$ cat config.mk
export PLATFORM = sky130hd
export DESIGN_NAME = cpsc_mul
export DESIGN_NICKNAME = d
export VERILOG_FILES = /design/src/hw/rtl/cpsc_pkg.sv /design/src/hw/rtl/cpsc_mul.sv
export SDC_FILE = /design/constraint.sdc
export NUM_CORES = 2
export LEC_CHECK = 0
export ABC_AREA = 1
export BUFFER_PORTS_ARGS = -buffer_cell sky130_fd_sc_hd__buf_2
export CAP_MARGIN = 20
export CORE_MARGIN = 2
export CORE_UTILIZATION = 55
export DETAILED_ROUTE_END_ITERATION = 8
export PLACE_DENSITY_LB_ADDON = 0.08
export SLEW_MARGIN = 20
export SYNTH_ARGS = -nofsm -noshare
export SYNTH_HDL_FRONTEND = slang
export SYNTH_SLANG_ARGS = --single-unit
$ cat constraint.sdc
create_clock -name clock -period 5.8 [get_ports clock]
set_input_delay 0.29 -clock clock [delete_from_list [all_inputs] [get_ports clock]]
set_output_delay 0.29 -clock clock [all_outputs]
set_load 0.01 [all_outputs]
$ cat src/hw/rtl/cpsc_pkg.sv
`timescale 1ns / 1ps
// ----------------------------------------------------------------------------
// cpsc_pkg: shared definitions of the combined generator stream cipher
// Constants, the substitution table, small remainder and rotate helpers,
// the sequencer states and the register indexes.
// ----------------------------------------------------------------------------
package cpsc_pkg;

   localparam logic [31:0] PM_MUL    = 32'd48271;
   localparam logic [31:0] PM_MOD    = 32'd2147483647;
   localparam logic [63:0] XS_MUL    = 64'd2685821657736338717;
   localparam logic [31:0] XS_MUL_LO = XS_MUL[31:0];
   localparam logic [31:0] XS_MUL_HI = XS_MUL[63:32];
   localparam logic [31:0] SEED_LCG  = 32'h85f62713;
   localparam logic [31:0] SEED_LFSR = 32'hc178f733;
   localparam logic [31:0] SEED_NLFS = 32'h49a79a73;
   localparam logic [63:0] SEED_XS   = 64'd17905475062325518273;
   localparam logic [5:0]  SWAP_DIV  = 6'd11;
   localparam logic [5:0]  ROT_DIV   = 6'd29;
   localparam logic [5:0]  ROTBY_DIV = 6'd53;
   localparam logic [2:0]  LAST_ROUND = 3'd6;

   typedef enum logic [0:0] {
      REQ_RESTART = 1'b0,
      REQ_DATA    = 1'b1
   } req_kind_type;

   typedef enum logic [1:0] {
      CSR_KEY_LCG  = 2'd0,
      CSR_KEY_LFSR = 2'd1,
      CSR_KEY_NLFS = 2'd2,
      CSR_KEY_XS   = 2'd3
   } csr_index_type;

   typedef enum logic [3:0] {
      S_IDLE,
      S_DIFF,
      S_STEP,
      S_LCG,
      S_M1,
      S_M2,
      S_M3,
      S_M4,
      S_SBOX
   } state_type;

   localparam logic [7:0] SBOX [256] = '{
      8'h61, 8'h2d, 8'h19, 8'hf3, 8'he5, 8'hd9, 8'hde, 8'h5f,
      8'h41, 8'h31, 8'ha7, 8'hc2, 8'h48, 8'h02, 8'hef, 8'h98,
      8'h67, 8'hcb, 8'h6e, 8'h4c, 8'hf4, 8'h11, 8'hfa, 8'h87,
      8'h0f, 8'h6f, 8'h0a, 8'h3b, 8'h71, 8'h09, 8'h1a, 8'hb8,
      8'h3c, 8'h44, 8'hd8, 8'hd4, 8'hc8, 8'h91, 8'h6d, 8'h8c,
      8'h2f, 8'hce, 8'h85, 8'h22, 8'hd5, 8'h08, 8'ha6, 8'h97,
      8'h68, 8'hbc, 8'h3a, 8'ha0, 8'hbf, 8'ha5, 8'h47, 8'h94,
      8'h83, 8'hd1, 8'h18, 8'h29, 8'h03, 8'hb2, 8'ha4, 8'hfe,
      8'he4, 8'h4d, 8'hdf, 8'h21, 8'hc0, 8'h70, 8'h4f, 8'h90,
      8'h04, 8'h40, 8'h0b, 8'h49, 8'he0, 8'h25, 8'hd7, 8'hda,
      8'hf8, 8'h1f, 8'h9e, 8'h76, 8'hbb, 8'haa, 8'hc5, 8'h2e,
      8'h72, 8'h64, 8'hd6, 8'h74, 8'h10, 8'h78, 8'hfd, 8'h45,
      8'h80, 8'h4e, 8'h7f, 8'h12, 8'hb7, 8'hc6, 8'hea, 8'hb3,
      8'h37, 8'h5a, 8'hf2, 8'hc3, 8'hb6, 8'h5b, 8'h81, 8'h95,
      8'hbd, 8'hb0, 8'hae, 8'h8f, 8'hd2, 8'hcf, 8'h1e, 8'hc7,
      8'hee, 8'ha1, 8'h7a, 8'hb9, 8'h06, 8'ha8, 8'hb1, 8'h93,
      8'h30, 8'had, 8'h33, 8'h77, 8'h3d, 8'h7c, 8'hb4, 8'h36,
      8'h92, 8'h15, 8'h89, 8'h7e, 8'he9, 8'h17, 8'h07, 8'h8a,
      8'h9f, 8'h32, 8'h2c, 8'hf9, 8'hb5, 8'h7d, 8'heb, 8'h23,
      8'hdc, 8'h2b, 8'h63, 8'h88, 8'h56, 8'h42, 8'h84, 8'h4b,
      8'h0e, 8'hec, 8'h8d, 8'h7b, 8'h05, 8'hed, 8'hca, 8'he8,
      8'he6, 8'hba, 8'h01, 8'h5d, 8'h26, 8'h28, 8'h13, 8'h9d,
      8'h54, 8'h59, 8'hfb, 8'hf0, 8'hd3, 8'hf7, 8'hdb, 8'he7,
      8'hbe, 8'h58, 8'h5e, 8'h99, 8'h65, 8'h8b, 8'h20, 8'ha3,
      8'hc1, 8'h1c, 8'haf, 8'hac, 8'h55, 8'he3, 8'hdd, 8'h62,
      8'h2a, 8'hcc, 8'hd0, 8'he2, 8'h0c, 8'h66, 8'h96, 8'h8e,
      8'hab, 8'hfc, 8'hc4, 8'h1d, 8'h6a, 8'h6c, 8'h3f, 8'h9b,
      8'h9a, 8'h51, 8'ha2, 8'h86, 8'h52, 8'h4a, 8'h43, 8'h14,
      8'h75, 8'hff, 8'hf5, 8'hcd, 8'h1b, 8'h0d, 8'h35, 8'h24,
      8'h9c, 8'he1, 8'h60, 8'h73, 8'h3e, 8'h39, 8'h53, 8'h16,
      8'h50, 8'h6b, 8'hc9, 8'h46, 8'h57, 8'h5c, 8'h69, 8'h79,
      8'h82, 8'hf1, 8'h27, 8'h38, 8'h34, 8'hf6, 8'h00, 8'ha9
   };

   // Remainder of a byte by a small divisor, by restoring subtraction of
   // the divisor scaled by 16, 8, 4, 2 and 1.
   function automatic logic [5:0] mod_small(input logic [7:0] x, input logic [5:0] d);
      logic [10:0] rem;
      logic [10:0] m;
      rem = {3'd0, x};
      for (int k = 4; k >= 0; k--) begin
         m = {5'd0, d} << k;
         if (rem >= m) begin
            rem = rem - m;
         end
      end
      return rem[5:0];
   endfunction

   function automatic logic [31:0] rotl32(input logic [31:0] v, input logic [4:0] r);
      logic [63:0] t;
      t = {v, v} << r;
      return t[63:32];
   endfunction

   function automatic logic [63:0] rotl64(input logic [63:0] v, input logic [5:0] r);
      logic [127:0] t;
      t = {v, v} << r;
      return t[127:64];
   endfunction

endpackage

$ cat src/hw/rtl/cpsc_mul.sv
`timescale 1ns / 1ps
// ----------------------------------------------------------------------------
// cpsc_mul: shared multiplier
// Unsigned 32 x 32 multiplier with a registered 64-bit product.
// ----------------------------------------------------------------------------
module cpsc_mul
   import cpsc_pkg::*;
(
   input  logic        clock,
   input  logic [31:0] mul_a,
   input  logic [31:0] mul_b,
   output logic [63:0] prod
);
   logic [63:0] prod_ff;
   logic [63:0] prod_in;

   assign prod_in = {32'd0, mul_a} * {32'd0, mul_b};
   assign prod    = prod_ff;

   always_ff @(posedge clock) begin
      prod_ff <= prod_in;
   end
endmodule

==> flow_summary_export.csv <==
group,metric,value,unit
synthesis,yosysWarnings,0,
sta,fin_ws,-0.299,ns
floorplan,pin_count,129,
finish,fin_cells,6279,
critical_path,crit_fanout,6,
clocking,ctsHoldBuffers,0,
clocking,clock_path_buffers,2,
global_route,grt_pass1_wl,174,mm
synthesis,synth_cells,5021,
route,drt_first_iter_violations,1971,
route,via_per_inst,4.96,
synthesis,syn_area,37400,µm²
place,place_inst,6196,
finish,num-fill-cells,5601,
critical_path,crit_type,"in -> reg",
finish,drive_gt1_share,22.4,%
floorplan,die_area,70100,µm²
clocking,htreeDepth,3,
outcome,status,"finished with violations",
critical_path,critPathSlowestCell,"fa_2",
sta,worstMarginPinSlew,0.483,ns
finish,finalNetCount,6625,
route,drc_errors,0,
route,wl_per_cell,17.4,µm
sta,setup_tns,-6.97,ns
clocking,clock_sinks,64,
clocking,cts_tree,"done",
critical_path,required,6.08,ns
route,wirelength,109,mm
clocking,path_clk_slew,0.06,ns
critical_path,worstSetupEndpointType,"register",
floorplan,core_area,67300,µm²
synthesis,syn-num-nets,6245,
finish,largest_reg_flops,64,
outcome,violations,"setup timing",
critical_path,arrival,6.37,ns
sta,slew_headroom,67.7,%
critical_path,crit_chain,"buf_12, nand2_4, inv_2, fa_1, inv_2, fa_1, inv_2, fa_1, inv_2, fa_1, inv_2, fa_2, fa_2, fa_1, fa_2, ha_4, nand2_4, nor2_4, inv_4, nor3_2, nand2_1, nand2_2, xor2_1, buf_4",
clocking,cts_made_buffers,9,
flow_run,cap_violations,0,
synthesis,ys_ff_latch,64,
global_route,grt_pass1_vias,32682,
route,firstDrtPassIters,5,
global_route,antenna_found_initial,0,
finish,n_antenna_cell,0,
floorplan,die_w,265,µm
place,dp_hpwl,91.8,mm
finish,final_common_cell,"inv_1",
critical_path,cpPeakStageDelay,0.61,ns
global_route,grt_usage,31.9,%
sta,finalCriticalPeriod,6.10,ns
sta,hold_viol,0,
sta,post-route-period-util,105,%
floorplan,rows,95,
place,place_congestion,0.956,
min_path,hold_class,"in -> reg",
synthesis,yosysSeqAreaShare,3.43,%
critical_path,worstSetupStartpointType,"input port",
sta,slew_violations,0,
route,route.antenna.remaining_nets,0,
sta,fmax,164,MHz
floorplan,die_y,265,µm
sta,rsz0062_at_grt,"yes",
global_route,grt_max_degree,22,
place,preCtsSetupSlack,-1.08,ns
route,vias,31162,
finish,final_cell_mix,"1598 x inv_1, 1342 x nand2_1, 827 x fa_1, 319 x buf_4, 210 x ha_1",
global_route,overflow,0,
place,io_buffers,128,
sta,setup_viol,40,
floorplan,initial_core_util,55.6,%
clocking,clock-root-buffer,"clkbuf_16",
synthesis,synth.distinct_cells,23,
synthesis,avgSynthCellArea,7.45,µm²
finish,syn_to_final_growth,23.6,%
## logic make-up (layout without fill, tap and decap cells)
kind of cell | Yosys count | after routing | share of synthesized area (%)
AOI/OAI and AO/OA | 58 | 58 | 0.877
adders and majority gates | 1159 | 1159 | 56.8
xor gates and xnor gates | 35 | 35 | 0.820
buffers and inverters | 1927 | 2312 | 19.3
DFF | 64 | 64 | 3.43
and+or+nand+nor | 1778 | 1778 | 18.8
## worst paths after layout
| check | from | endpoint | slack (ns) | cells past startpoint |
|---|---|---|---|---|
| max | mul_a[5] | prod[31]$_DFF_P_ | -0.30 | 24 |
| min | mul_b[0] | prod[0]$_DFF_P_ | 0.60 | 4 |
## area by class of cell
cell class | count | area, µm² | share of cell area (%)
well taps | 873 | 1090 | 2.36
inverters | 1735 | 6530 | 14.1
multi-input cells | 3030 | 31400 | 67.9
flip-flops and latches | 64 | 1280 | 2.77
repair buffers | 561 | 5620 | 12.2
clock buffers | 10 | 239 | 0.517
clock inverters | 6 | 91.3 | 0.198
## worst max-delay path, delay by kind of cell
kind                       cells  cell delay [ns]
and+or+nand+nor                6             0.69
xor gates and xnor gates       1             0.18
adders and majority gates      9             4.64
buffers and inverters          8             0.54
## timing repair
action,in CTS,in global routing
buffers inserted,26,28
gates cloned,7,8
resized for setup,420,510
endpoints found under the setup margin,47,52
pin swaps,155,313
## synth_stat cells
cell type	n	area share, %
inv_1	1725	17
nand2_1	1565	16
fa_1	896	48
ha_1	263	8.8
clkbuf_1	192	1.9
nor2_1	79	0.79
dfxtp_1	64	3.4
nand3_1	59	0.79
a21oi_1	44	0.59
xor2_1	33	0.77
nand4_1	16	0.27
nor2_2	15	0.25
nand2_2	13	0.22
nor3_1	12	0.16
inv_2	10	0.10
o21bai_1	10	0.20
nand3_2	7	0.19
nor2_4	6	0.18
nor3_2	4	0.11
nor3_4	2	0.087
o21ai_0	2	0.027
o21bai_2	2	0.060
xnor2_1	2	0.047
## metrics by stage
stage	area, µm²	hold WS, ns	utilization [%]
floorplan	37800	0.388	-
CTS	44100	0.600	65.6
finish	46200	0.604	68.7
global route	46200	0.630	68.7
detailed placement	41900	0.683	62.2
global placement	41900	0.685	62.2
## metal layers
metal	vias to the layer above	global-route usage, %	part of all wire, %
met1	15559	42.2	40
li1	14392	-	-
met4	0	11.4	4.9
met3	255	3.42	5.2
met2	956	54.8	50
met5	-	0	0
Power is not shown: default switching activity piles up to over one toggle a cycle in this logic, so the estimate is an artifact.
